===== src/chm_pkg.sv =====
// ----------------------------------------------------------------------------
// chm_pkg
// Shared constants for the chained hash map core.
// ----------------------------------------------------------------------------
package chm_pkg;

   localparam int DEF_BUCKETS = 256;
   localparam int DEF_ENTRIES = 1024;

   localparam int KEY_W = 20;
   localparam int VAL_W = 20;
   localparam int RV_W  = 21;
   localparam int OP_W  = 2;

   localparam int REQ_TDATA_W = 48;
   localparam int RSP_TDATA_W = 24;

   localparam logic [OP_W-1:0] OP_PUT    = 2'd0;
   localparam logic [OP_W-1:0] OP_GET    = 2'd1;
   localparam logic [OP_W-1:0] OP_REMOVE = 2'd2;

   localparam logic [RV_W-1:0] RV_ABSENT = {RV_W{1'b1}};

endpackage


===== src/chm_mod.sv =====
// ----------------------------------------------------------------------------
// chm_mod
// Remainder unit: key modulo BUCKETS by reciprocal multiplication pipelined
// through prod_ff, diff_ff and rem_ff; one compare and subtract fixes the estimate.
// ----------------------------------------------------------------------------
module chm_mod
   import chm_pkg::*;
#(
   parameter int BUCKETS = DEF_BUCKETS,
   localparam int BW = (BUCKETS > 1) ? $clog2(BUCKETS) : 1,
   localparam int MW = KEY_W + 1,
   localparam int PRODW = KEY_W + MW,
   localparam int RW = BW + 1
) (
   input  logic             clock,
   input  logic             reset,
   input  logic             start,
   input  logic [KEY_W-1:0] dividend,
   output logic             done,
   output logic [BW-1:0]    remainder
);

   // The quotient estimate is low by at most one, so the raw remainder lies
   // below twice the divisor and fits in BW+1 bits.
   localparam logic [MW-1:0] RECIP = MW'((longint'(1) << KEY_W) / longint'(BUCKETS));
   localparam logic [RW-1:0] DIV_R = RW'(BUCKETS);

   logic             s1_ff, s2_ff, done_ff;
   logic [KEY_W-1:0] key_ff, key_in;
   logic [PRODW-1:0] prod_ff, prod_in;
   logic [RW-1:0]    diff_ff, diff_in;
   logic [BW-1:0]    rem_ff, rem_in;
   logic [MW-1:0]    quot;
   logic [RW-1:0]    prod_lo;
   logic [RW-1:0]    fixed;

   always_comb begin
      key_in  = start ? dividend : key_ff;
      prod_in = PRODW'(dividend) * PRODW'(RECIP);
      quot    = prod_ff[PRODW-1:KEY_W];
      prod_lo = quot[RW-1:0] * DIV_R;
      diff_in = key_ff[RW-1:0] - prod_lo;
      fixed   = (diff_ff >= DIV_R) ? (diff_ff - DIV_R) : diff_ff;
      rem_in  = fixed[BW-1:0];
   end

   always_ff @(posedge clock) begin
      if (reset) begin
         s1_ff   <= 1'b0;
         s2_ff   <= 1'b0;
         done_ff <= 1'b0;
      end else begin
         s1_ff   <= start;
         s2_ff   <= s1_ff;
         done_ff <= s2_ff;
      end
      key_ff  <= key_in;
      prod_ff <= prod_in;
      diff_ff <= diff_in;
      rem_ff  <= rem_in;
   end

   assign done      = done_ff;
   assign remainder = rem_ff;

endmodule


===== config.mk =====
export PLATFORM = sky130hd
export DESIGN_NAME = chm_mod
export DESIGN_NICKNAME = d
export VERILOG_FILES = /design/src/chm_pkg.sv /design/src/chm_mod.sv
export SDC_FILE = /design/constraint.sdc
export NUM_CORES = 1
export LEC_CHECK = 0
export BUFFER_PORTS_ARGS = -buffer_cell sky130_fd_sc_hd__buf_2
export CAP_MARGIN = 20
export CELL_PAD_IN_SITES_DETAIL_PLACEMENT = 1
export CELL_PAD_IN_SITES_GLOBAL_PLACEMENT = 1
export CORE_MARGIN = 3
export CORE_UTILIZATION = 35
export CTS_BUF_LIST = sky130_fd_sc_hd__clkbuf_8 sky130_fd_sc_hd__clkbuf_16
export CTS_CLUSTER_DIAMETER = 120
export DETAILED_ROUTE_END_ITERATION = 7
export PLACE_DENSITY = 0.84
export SLEW_MARGIN = 20
export SYNTH_ARGS = -nofsm -noshare
export SYNTH_HDL_FRONTEND = slang
export SYNTH_SLANG_ARGS = --single-unit

===== constraint.sdc =====
create_clock -name clock -period 1.06 [get_ports clock]
set_input_delay 0.159 -clock clock [delete_from_list [all_inputs] [get_ports clock]]
set_output_delay 0.159 -clock clock [all_outputs]
set_load 0.02 [all_outputs]

==> run summary <==
CP startpoint kind = flop
# H-tree levels = 1
Post-DRT Antenna Nets = 0
leak pwr = 0.3426 nW
fin util = 0.5047
Worst R2R End = done
clk_skew = 0.001463 ns
Cell variety after synth = 3
PwrDens = 2217 nW/µm²
clk sinks = 27
Post CTS Setup Buffer Count = 0
crit path to = done
Slew HR = 0.8796
drt pass-1 iters = 2
drt drc = 0
Clock Path Buffers = 2
maximum VDD drop = 1.151 mV
FF-to-FF path depth = 1
Core Area = 1612 µm²
# IOs = 32
Max Freq = 1125 MHz
R2R setup slack = 0.54 ns
CTS tree = yes
worst path cell trace = buf_2
warnings from Yosys = 0
Seq pwr share = 0.642
port bufs = 19
Tcrit/Tclk final = 0.8382
Setup TNS = 0 ns
critical path arrival = 0.73 ns
worst path buffer plus inverter count = 1
drt wl/cell = 10.12 µm
first-pass GRT wire length = 1152 µm
type of the most critical hold path = in -> reg
critical path's slowest cell = dfxtp_1
Vias/cell = 3.597
ANT cells = 0
total global-route track usage = 0.06793
Slew Viols, Final = 0
die height = 48.74 µm
number of global-route vias before repair = 271
Seq cells post-synth = 27
crit path from = done
Root Buffer = clkbuf_8
Clock transition at path regs = 0.09 ns
synthesized area per cell = 21.31 µm²
crit end category = output pin
Mapped Cells = 30
Starting DRT DRC Count = 1
worst-margin pin slew = 0.1805 ns
via count = 277
RSZ-0062 raised after global routing = no
post-cts sizing count = 0
Routed Wire Length = 779 µm
Starting Density = 0.3967
Clock Latency Late Sink = 0.26 ns
gp weighted congestion = 0.6118
Largest delay share family, worst path = flip-flops
row count = 14
Layout Nets = 77
final hold violations = 0
outcome = complete, no violations
Int Pwr = 1.439 mW
Crit. path cell count = 1
min Tclk post-route = 0.8885 ns
sequential element share of the synthesized area = 0.9706
Synth Net Count = 53
Clk pwr share = 0.311
Synth Cell Area = 639.4 µm²
fillers = 168
Switch Pwr = 364.5 µW
hold_buf cts = 0
initial antenna violation count = 0
Logic pwr share = 0.047
share of cells above drive strength 1 = 0.4340
final setup fails = 0
r2r startpoint = s2_ff
Net Sw Frac = 0.2021
final hold slack = 0.06622 ns
total CTS buffers = 3
Layout Area Growth over Synthesis = 27.20%
Max FO, Critical Path = 1
critical path required time = 0.90 ns
largest net degree at the start of global routing = 17
Die Wd = 48.74 µm
max-cap violation count = 0
die footprint = 2376 µm²
CP peak stage delay = 0.31 ns
GRT overflow = 0
WS Path Type = reg -> out
==> layout by cell type (no fill, tap or decap), drive strengths merged <==
master    instances
buf              19
edfxtp            8
nor2b             3
clkinvlp          1
dfxtp            19
clkbuf            3
==> per-layer routing <==
layer / global-route usage / part of all wire
met5: 0 / 0
met4: 0.05687 / 0
met3: 0.03374 / 0.12
met2: 0.09502 / 0.45
met1: 0.07647 / 0.43
==> logic make-up after synthesis <==
| logic type | Yosys count | share of synthesized area |
|---|---|---|
| and+or+nand+nor | 3 | 0.02936 |
| DFF | 27 | 0.9706 |
==> power by group through the flow <==
stage | registers [mW] | clock network, mW | logic [mW]
CTS | 1.16 | 0.578 | 0.0854
floorplan | 1.21 | 0 | 0.00301
global placement | 1.18 | 0 | 0.0827
finish | 1.16 | 0.561 | 0.0842
detailed placement | 1.18 | 0 | 0.0856
global route | 1.17 | 0.618 | 0.0893
==> through the flow <==
| step | cell area [µm²] | total power [mW] | cells | setup WS, ns |
|---|---|---|---|---|
| CTS | 813.3 | 1.823 | 77 | 0.1571 |
| finish | 813.3 | 1.803 | 77 | 0.1715 |
| floorplan | 639.4 | 1.214 | 30 | 0.5059 |
| detailed placement | 764.5 | 1.269 | 73 | 0.3859 |
| global placement | 764.5 | 1.261 | 73 | 0.4058 |
| global route | 813.3 | 1.872 | 77 | 0.1213 |
==> worst min-delay path by stage <==
stage	startpoint	end	slack, ns	cells after the start
2_1_floorplan	reset	done	0.23	1
5_1_grt	dividend[7]	key_ff[7]	0.05	1
6_report	dividend[6]	key_ff[6]	0.07	1
3_5_place_dp	diff_ff[0]	remainder[0]	0.31	0
3_3_place_gp	diff_ff[4]	remainder[4]	0.31	0
4_1_cts	dividend[7]	key_ff[7]	0.06	1
==> area by class of cell <==
type | instances | area (µm²) | area share
sequential | 27 | 620.6 | 0.7631
timing repair buffer | 19 | 95.09 | 0.1169
clock buffer | 3 | 41.29 | 0.05077
tap | 24 | 30.03 | 0.03692
multi-input combinational | 3 | 18.77 | 0.02308
clock inverter | 1 | 7.507 | 0.009231
==> flip-flops by register name (all words and copies together), names as in the netlist <==
signal     flops
key_ff         8
done           1
remainder      8
diff_ff        8
s2_ff          1
s1_ff          1
==> cell usage after synthesis, drive strengths merged <==
| cell type | n | area share |
|---|---|---|
| dfxtp | 19 | 0.59 |
| nor2b | 3 | 0.029 |
| edfxtp | 8 | 0.38 |
Power figures use the tool's default switching activity.
