**config.mk**
```make
export PLATFORM = sky130hd
export DESIGN_NAME = chm_ram
export DESIGN_NICKNAME = d
export VERILOG_FILES = /design/src/chm_ram.sv
export SDC_FILE = /design/constraint.sdc
export NUM_CORES = 1
export LEC_CHECK = 0
export BUFFER_PORTS_ARGS = -buffer_cell sky130_fd_sc_hd__buf_2
export CAP_MARGIN = 5
export CORE_ASPECT_RATIO = 0.8
export CORE_MARGIN = 2
export CORE_UTILIZATION = 35
export DETAILED_ROUTE_END_ITERATION = 10
export GPL_ROUTABILITY_DRIVEN = 1
export GPL_TIMING_DRIVEN = 0
export PLACE_DENSITY = 0.48
export SLEW_MARGIN = 30
export SYNTH_ARGS = -nofsm -noshare
export SYNTH_HDL_FRONTEND = slang
export SYNTH_SLANG_ARGS = --single-unit
```
**constraint.sdc**
```tcl
create_clock -name clock -period 3.5 [get_ports clock]
set_clock_uncertainty 0.15 [all_clocks]
set_input_delay 0.7 -clock clock [delete_from_list [all_inputs] [get_ports clock]]
set_output_delay 0.7 -clock clock [all_outputs]
set_load 0.02 [all_outputs]
```
**src/chm_ram.sv**
```systemverilog
// ----------------------------------------------------------------------------
// chm_ram
// Generic single write port, single read port RAM with registered read.
// ----------------------------------------------------------------------------
module chm_ram #(
   parameter int WIDTH = 8,
   parameter int DEPTH = 16,
   localparam int AW = (DEPTH > 1) ? $clog2(DEPTH) : 1
) (
   input  logic             clock,
   input  logic             we,
   input  logic [AW-1:0]    waddr,
   input  logic [WIDTH-1:0] wdata,
   input  logic [AW-1:0]    raddr,
   output logic [WIDTH-1:0] rdata
);

   logic [WIDTH-1:0] mem [DEPTH];
   logic [WIDTH-1:0] rdata_ff;

   always_ff @(posedge clock) begin
      if (we) begin
         mem[waddr] <= wdata;
      end
      rdata_ff <= mem[raddr];
   end

   assign rdata = rdata_ff;

endmodule

```
==> load_flow_metrics.sql, run 1 <==
INSERT INTO impl_metrics (metric_group, metric, value, unit) VALUES
('status', 'run_status', 'complete, no violations', ''),
('cts', 'cts_tree', 'yes', ''),
('synthesis', 'synth_sequential_area_ratio', '77.78', '%'),
('global_route', 'track_usage', '15.22', '%'),
('detailed_routing', 'firstDrtPassIters', '4', ''),
('worst_setup_path', 'worst_setup_path_end_kind', 'register', ''),
('power_and_ir_drop', 'power.share.switching', '21.01', '%'),
('power_and_ir_drop', 'p_seq_share', '49.3', '%'),
('place', 'placed_cells', '437', ''),
('synthesis', 'summed_instance_area_of_the_synthesized_netlist', '5147', 'um2'),
('synthesis', 'synthDominantCellAreaShare', '74.67', '%'),
('power_and_ir_drop', 'max-vdd-ir-drop', '0.3528', 'mV'),
('synthesis', 'post_synthesis_cells', '229', ''),
('hold_path', 'hp-class', 'register to register', ''),
('synthesis', 'yosys_register_bits', '136', ''),
('timing', 'layout_worst_path_cycle_share', '62.37', '%'),
('power_and_ir_drop', 'p_switching', '0.7795', 'mW'),
('cts', 'cts_resized', '0', ''),
('floorplan', 'total_die_area', '15700', 'um2'),
('timing', 'timing.final.max_slew_violations', '0', ''),
('final_layout', 'post_route_cells_drive_above_1_share', '30.18', '%'),
('cts', 'clk-insertion-delay-late', '0.41', 'ns'),
('final_layout', 'num_antenna_cells', '0', ''),
('final_layout', 'finalNonFillerCells', '469', ''),
('global_route', 'antenna_found_initial', '0', ''),
('timing', 'fmaxAchievable', '458.1', 'MHz'),
('power_and_ir_drop', 'leakage', '2.006', 'nW'),
('synthesis', 'synth.yosys.warnings', '0', ''),
('final_layout', 'mostFrequentLayoutCells', '128 x edfxtp_1, 27 x buf_2, 18 x mux4_2', ''),
('worst_setup_path', 'reg2reg_to', 'rdata[3]', ''),
('timing', 'period_needed', '2.183', 'ns'),
('final_layout', 'finalNetCount', '290', ''),
('place', 'numPortBuffers', '24', ''),
('place', 'routabilityCongestion', '0.6791', ''),
('global_route', 'grt_pass1_wl', '16.55', 'mm'),
('power_and_ir_drop', 'power_density', '610.1', 'nW/um2'),
('worst_setup_path', 'largest_fanout_on_the_critical_path', '8', ''),
('timing', 'hold_vio_cnt_final', '0', ''),
('detailed_routing', 'detailedRoute.firstIterationViolations', '171', ''),
('floorplan', 'dieWidth', '139.6', 'um'),
('synthesis', 'syn-mean-instance-area', '22.48', 'um2'),
('power_and_ir_drop', 'comb_power_share', '5.2', '%'),
('cts', 'clock_sinks', '136', ''),
('timing', 'slew_of_the_pin_with_the_lowest_slew_margin', '0.9015', 'ns'),
('cts', 'clockRootBuffer', 'clkbuf_16', ''),
('synthesis', 'yosys.cell_types.count', '19', ''),
('cts', 'worst_setup_hold_path_clk_slew', '0.06', 'ns'),
('power_and_ir_drop', 'internal-power', '2.931', 'mW'),
('detailed_routing', 'detail_route.wirelength', '11.10', 'mm'),
('detailed_routing', 'vias_per_cell', '5.117', ''),
('cts', 'ctsHoldBuffers', '0', ''),
('place', 'post_detailed_placement_half_perimeter_wirelength', '6.899', 'mm'),
('worst_setup_path', 'timing.critical_path.from', 'waddr[2]', ''),
('timing', 'setup_total_negative_slack', '0', 'ns'),
('detailed_routing', 'via_count', '2400', ''),
('power_and_ir_drop', 'fin_total_pwr', '3.710', 'mW'),
('global_route', 'largest_net_degree_at_the_start_of_global_routing', '17', ''),
('floorplan', 'core.rowCount', '39', ''),
('worst_setup_path', 'r2r_slack', '1.92', 'ns'),
('final_layout', 'mostFrequentLayoutCell', 'edfxtp_1', ''),
('worst_setup_path', 'required', '3.38', 'ns'),
('timing', 'worst_slew_margin_rel', '39.68', '%'),
('cts', 'clock_path_buffers', '2', ''),
('detailed_routing', 'avgRoutedWirePerCell', '23.67', 'um'),
('synthesis', 'postSynthNetCount', '247', ''),
('timing', 'worst_slack', '1.317', 'ns'),
('worst_setup_path', 'critical_path_class', 'input port to register', ''),
('worst_setup_path', 'critical_path_arrival', '2.06', 'ns'),
('timing', 'setup_viol', '0', ''),
('cts', 'cts.repair_timing.setup_buffer_count', '0', ''),
('floorplan', 'fp.dieH', '112.5', 'um');
[metrics by stage]
step	hold WS (ns)	util (%)
5_1_grt	0.5447	42.39
2_1_floorplan	0.4793	-
3_5_place_dp	0.5170	38.46
6_report	0.5222	42.39
4_1_cts	0.5294	42.39
3_3_place_gp	0.5064	38.32
[how the worst min path moves through the flow]
stage,from,endpoint,slack (ns),cells after the start
2_1_floorplan,mem[7][0],rdata[0],0.48,3
3_3_place_gp,mem[11][3],rdata[3],0.51,3
3_5_place_dp,mem[11][3],rdata[3],0.52,3
4_1_cts,mem[11][3],rdata[3],0.53,3
5_1_grt,wdata[5],mem[14][5],0.54,1
6_report,mem[11][3],rdata[3],0.52,3
[Yosys cell counts]
| cell type | instances |
|---|---|
| nand3_1 | 1 |
| and2b_1 | 1 |
| nand2_1 | 9 |
| nand2b_1 | 2 |
| buf_4 | 1 |
| mux4_2 | 18 |
| or3b_2 | 1 |
| nor2_1 | 13 |
| and2_1 | 1 |
| buf_2 | 3 |
| nor3_1 | 4 |
| a22oi_1 | 16 |
| nor2b_1 | 1 |
| dfxtp_1 | 8 |
| clkdlybuf4s25_2 | 3 |
| buf_6 | 3 |
| edfxtp_1 | 128 |
| mux4_1 | 14 |
| nand3b_1 | 2 |
[final cells by class]
| type | count | area (um2) |
|---|---|---|
| Buffer | 10 | 86.33 |
| Tap cell | 184 | 230.2 |
| Multi-Input combinational cell | 83 | 1077 |
| Timing Repair Buffer | 24 | 120.1 |
| Fill cell | 1262 | 8265 |
| Clock buffer | 18 | 429.2 |
| Sequential cell | 136 | 4004 |
| Clock inverter | 14 | 133.9 |
[sequential cells by signal (all words and copies together) (netlist names)]
| signal | cells |
|---|---|
| mem | 128 |
| rdata | 8 |
[layer usage]
metal	vias to the layer above	routed length [um]	track usage [%]
li1	1057	-	-
met1	1290	5735	23.15
met2	45	4884	21.11
met3	8	383	4.480
met4	0	99	4.800
met5	-	0	0
[power groups by stage]
stage                     Clock, mW  Combinational (mW)  Sequential, mW
final                          1.69               0.193            1.83
after global routing           1.80               0.209            1.83
after detailed placement          0               0.196            1.86
after CTS                      1.71               0.197            1.83
after global placement            0               0.193            1.86
after floorplan                   0              0.0924            1.88
[critical path, cell delays in order]
cell    delay (ns)
buf_2         0.13
or3b_2        0.52
nor2_1        0.71
[cell families after synthesis]
kind of cell	Yosys count	synth area share, %
flip-flops	136	77.78
AND/OR/NAND/NOR	35	3.184
multiplexers	32	15.02
AO/OA/AOI/OAI	16	2.334
buffers and inverters	10	1.677
No activity file was read; power rests on OpenSTA's default activity.
==> run 2: changes to the inputs <==
ABC_AREA = 1   (was unset)
PLACE_DENSITY = 0.5   (was 0.48)
clock period = 1.9 ns   (was 3.5 ns; I/O delays follow)
==> load_flow_metrics.sql, run 2 <==
INSERT INTO impl_metrics (metric_group, metric, value, unit) VALUES
('timing', 'fmaxAchievable', '616.9', 'MHz'),
('synthesis', 'yosys_register_bits', '136', ''),
('worst_setup_path', 'critical_path_arrival', '1.50', 'ns'),
('worst_setup_path', 'cp_slowest_stage_delay', '0.73', 'ns'),
('final_layout', 'multiInputGateArea', '1221', 'um2'),
('synthesis', 'post_synthesis_cells', '551', ''),
('power_and_ir_drop', 'internal-power', '5.267', 'mW'),
('timing', 'final.hold.worst_slack', '0.2070', 'ns'),
('power_and_ir_drop', 'comb_power_share', '6.9', '%'),
('worst_setup_path', 'worst_setup_path_end_kind', 'register', ''),
('cts', 'clockRootBuffer', 'clkbuf_16', ''),
('worst_setup_path', 'timing.critical_path.from_type', 'input port', ''),
('power_and_ir_drop', 'max-vdd-ir-drop', '0.6424', 'mV'),
('final_layout', 'mostFrequentLayoutCells', '173 x nand2_1, 128 x edfxtp_1, 100 x inv_1', ''),
('cts', 'cts_tree', 'yes', ''),
('synthesis', 'synth.yosys.warnings', '0', ''),
('detailed_routing', 'drc_errors', '0', ''),
('power_and_ir_drop', 'p_seq_share', '49.5', '%'),
('timing', 'timing.final.max_slew_violations', '0', ''),
('detailed_routing', 'avgRoutedWirePerCell', '18.05', 'um'),
('worst_setup_path', 'required', '1.78', 'ns'),
('floorplan', 'ioPinCount', '26', ''),
('synthesis', 'summed_instance_area_of_the_synthesized_netlist', '5767', 'um2'),
('worst_setup_path', 'worst-r2r-cell-count', '6', ''),
('timing', 'setup_total_negative_slack', '0', 'ns'),
('detailed_routing', 'detailedRoute.firstIterationViolations', '473', ''),
('timing', 'hold_vio_cnt_final', '0', ''),
('final_layout', 'largest-register', 'mem', ''),
('place', 'routabilityCongestion', '0.8941', ''),
('place', 'post_detailed_placement_half_perimeter_wirelength', '9.903', 'mm'),
('timing', 'layout_worst_path_cycle_share', '85.32', '%'),
('synthesis', 'yosys.cell_types.count', '12', ''),
('power_and_ir_drop', 'power.share.switching', '22.68', '%'),
('synthesis', 'synth_cell_count_leaders', '173 x nand2_1, 128 x edfxtp_1, 100 x inv_1', ''),
('status', 'run_status', 'complete, no violations', ''),
('cts', 'ctsHoldBuffers', '0', ''),
('power_and_ir_drop', 'power_density', '1018', 'nW/um2'),
('detailed_routing', 'via_count', '3784', ''),
('final_layout', 'finalNetCount', '610', ''),
('cts', 'clk-insertion-delay-late', '0.42', 'ns'),
('floorplan', 'dieWidth', '147.5', 'um'),
('final_layout', 'register_area', '4004', 'um2'),
('timing', 'rsz0062_at_grt', 'no', ''),
('worst_setup_path', 'crit_path_cell_trace', 'buf_2 -> nand3b_1 -> nor2_1', ''),
('global_route', 'gr_overflow_total', '0', ''),
('global_route', 'first_global_vias', '3560', ''),
('timing', 'slew_of_the_pin_with_the_lowest_slew_margin', '0.9068', 'ns'),
('floorplan', 'fp.dieH', '118.8', 'um'),
('floorplan', 'core.rowCount', '41', ''),
('cts', 'h-tree-depth', '4', ''),
('cts', 'cts_bufs_inserted', '17', ''),
('power_and_ir_drop', 'p_switching', '1.545', 'mW'),
('timing', 'setup_viol', '0', ''),
('worst_setup_path', 'largest_fanout_on_the_critical_path', '8', ''),
('hold_path', 'worstHoldPathCells', '4', ''),
('final_layout', 'post_route_cells_drive_above_1_share', '12.89', '%'),
('detailed_routing', 'vias_per_cell', '4.615', ''),
('synthesis', 'synthDominantCellAreaShare', '66.65', '%'),
('synthesis', 'synth_sequential_area_ratio', '69.43', '%'),
('detailed_routing', 'firstDrtPassIters', '5', ''),
('timing', 'period_needed', '1.621', 'ns'),
('final_layout', 'largest_reg_flops', '128', ''),
('hold_path', 'hp-class', 'input port to register', ''),
('synthesis', 'synthMostInstantiatedCell', 'nand2_1', ''),
('detailed_routing', 'route.antenna.remaining_nets', '0', ''),
('synthesis', 'postSynthNetCount', '569', ''),
('worst_setup_path', 'critical_path_class', 'input port to register', ''),
('timing', 'worst_slew_margin_rel', '39.33', '%'),
('synthesis', 'syn-mean-instance-area', '10.47', 'um2'),
('power_and_ir_drop', 'power_frac_clock', '43.6', '%'),
('cts', 'cts.repair_timing.setup_buffer_count', '0', ''),
('final_layout', 'finalNonFillerCells', '820', ''),
('place', 'numPortBuffers', '22', ''),
('final_layout', 'fillers', '1539', ''),
('cts', 'clock_sinks', '136', ''),
('cts', 'clock_path_buffers', '2', ''),
('synthesis', 'ys.flop_type', 'edfxtp_1', ''),
('floorplan', 'floorplan.initialDensity', '36.15', '%'),
('cts', 'cts_resized', '0', ''),
('synthesis', 'cell_types_occupying_the_most_area_after_synthesis', 'edfxtp_1 67%, nand2_1 11%, nand3_1 8.4%, inv_1 6.5%, dfxtp_1 2.8%', ''),
('cts', 'worst_setup_hold_path_clk_slew', '0.06', 'ns'),
('final_layout', 'mostFrequentLayoutCell', 'nand2_1', ''),
('detailed_routing', 'detail_route.wirelength', '14.80', 'mm'),
('global_route', 'track_usage', '18.30', '%'),
('final_layout', 'num_antenna_cells', '0', ''),
('final_layout', 'layout.core_utilization', '41.95', '%'),
('power_and_ir_drop', 'leakage', '2.868', 'nW'),
('power_and_ir_drop', 'fin_total_pwr', '6.811', 'mW'),
('global_route', 'grt_pass1_wl', '22.52', 'mm'),
('floorplan', 'total_die_area', '17530', 'um2'),
('global_route', 'largest_net_degree_at_the_start_of_global_routing', '17', ''),
('synthesis', 'synth_enable_flop_cells', '128', ''),
('floorplan', 'core_area', '15950', 'um2'),
('synthesis', 'yosysTopAreaCell', 'edfxtp_1', ''),
('final_layout', 'areaGrowthSynthToFinish', '16.06', '%'),
('global_route', 'antenna_found_initial', '0', ''),
('synthesis', 'synthArstFlopShare', '0', '%'),
('place', 'placed_cells', '788', ''),
('worst_setup_path', 'critPathSlowestCell', 'nor2_1', ''),
('job', 'drv.max_cap_violation_count', '0', '');
[run 2: cell types whose count changed after synthesis, moves of 2 or more]
cell,previous run,this run
inv_1,0,100
mux4_2,18,0
nand2b_1,2,0
buf_4,1,4
nor2_1,13,17
nor3_1,4,0
a22oi_1,16,0
buf_6,3,6
inv_2,0,2
clkdlybuf4s25_2,3,0
nand2_1,9,173
mux4_1,14,0
buf_2,3,13
nand3_1,1,97
[run 2: power groups by stage]
stage	combinational (mW)	clock (mW)	sequential [mW]
2_1_floorplan	0.237	0	3.46
3_3_place_gp	0.467	0	3.43
3_5_place_dp	0.469	0	3.43
4_1_cts	0.472	3.03	3.37
6_report	0.471	2.97	3.37
5_1_grt	0.522	3.20	3.38
[run 2: critical path: cells and delay by family]
family / cells / cell delay, ns
and+or+nand+nor: 2 / 1.00
buffers and inverters: 1 / 0.12
[run 2: final timing paths]
| path | from | endpoint | slack (ns) |
|---|---|---|---|
| setup / recovery | waddr[2] | mem[9][3] | 0.28 |
| hold / removal | raddr[2] | rdata[1] | 0.21 |
| setup reg to reg | mem[10][5] | rdata[5] | 0.69 |
| hold reg to reg | mem[0][1] | rdata[1] | 0.53 |
[run 2: area by class of cell]
cell class	instances	share of cell area, %
well taps	215	4.019
inverters	102	5.721
plain buffers	24	2.486
repair buffers	22	1.645
clock inverters	13	1.589
flip-flops and latches	136	59.82
clock buffers	19	6.468
multi-input cells	289	18.25
[run 2: through the flow]
stage	worst slack, ns	area, um2
3_3_place_gp	-0.1409	6146
2_1_floorplan	0.4192	5767
4_1_cts	0.2362	6685
6_report	0.2789	6693
3_5_place_dp	-0.2076	6146
5_1_grt	0.2389	6693
[run 2: cells by family (layout without fill, tap and decap cells)]
family                 Yosys count  after routing  synth area share (%)
AND/OR/NAND/NOR                289            289                 21.05
flip-flops                     136            136                 69.43
buffers and inverters          126            180                 9.525
[run 2: metal layers]
layer | share of wire, % | up-vias | track usage, %
met2 | 42 | 133 | 24.74
met5 | 0 | - | 0
met3 | 6.5 | 10 | 5.594
li1 | - | 1858 | -
met1 | 51 | 1783 | 28.33
met4 | 0.65 | 0 | 4.627
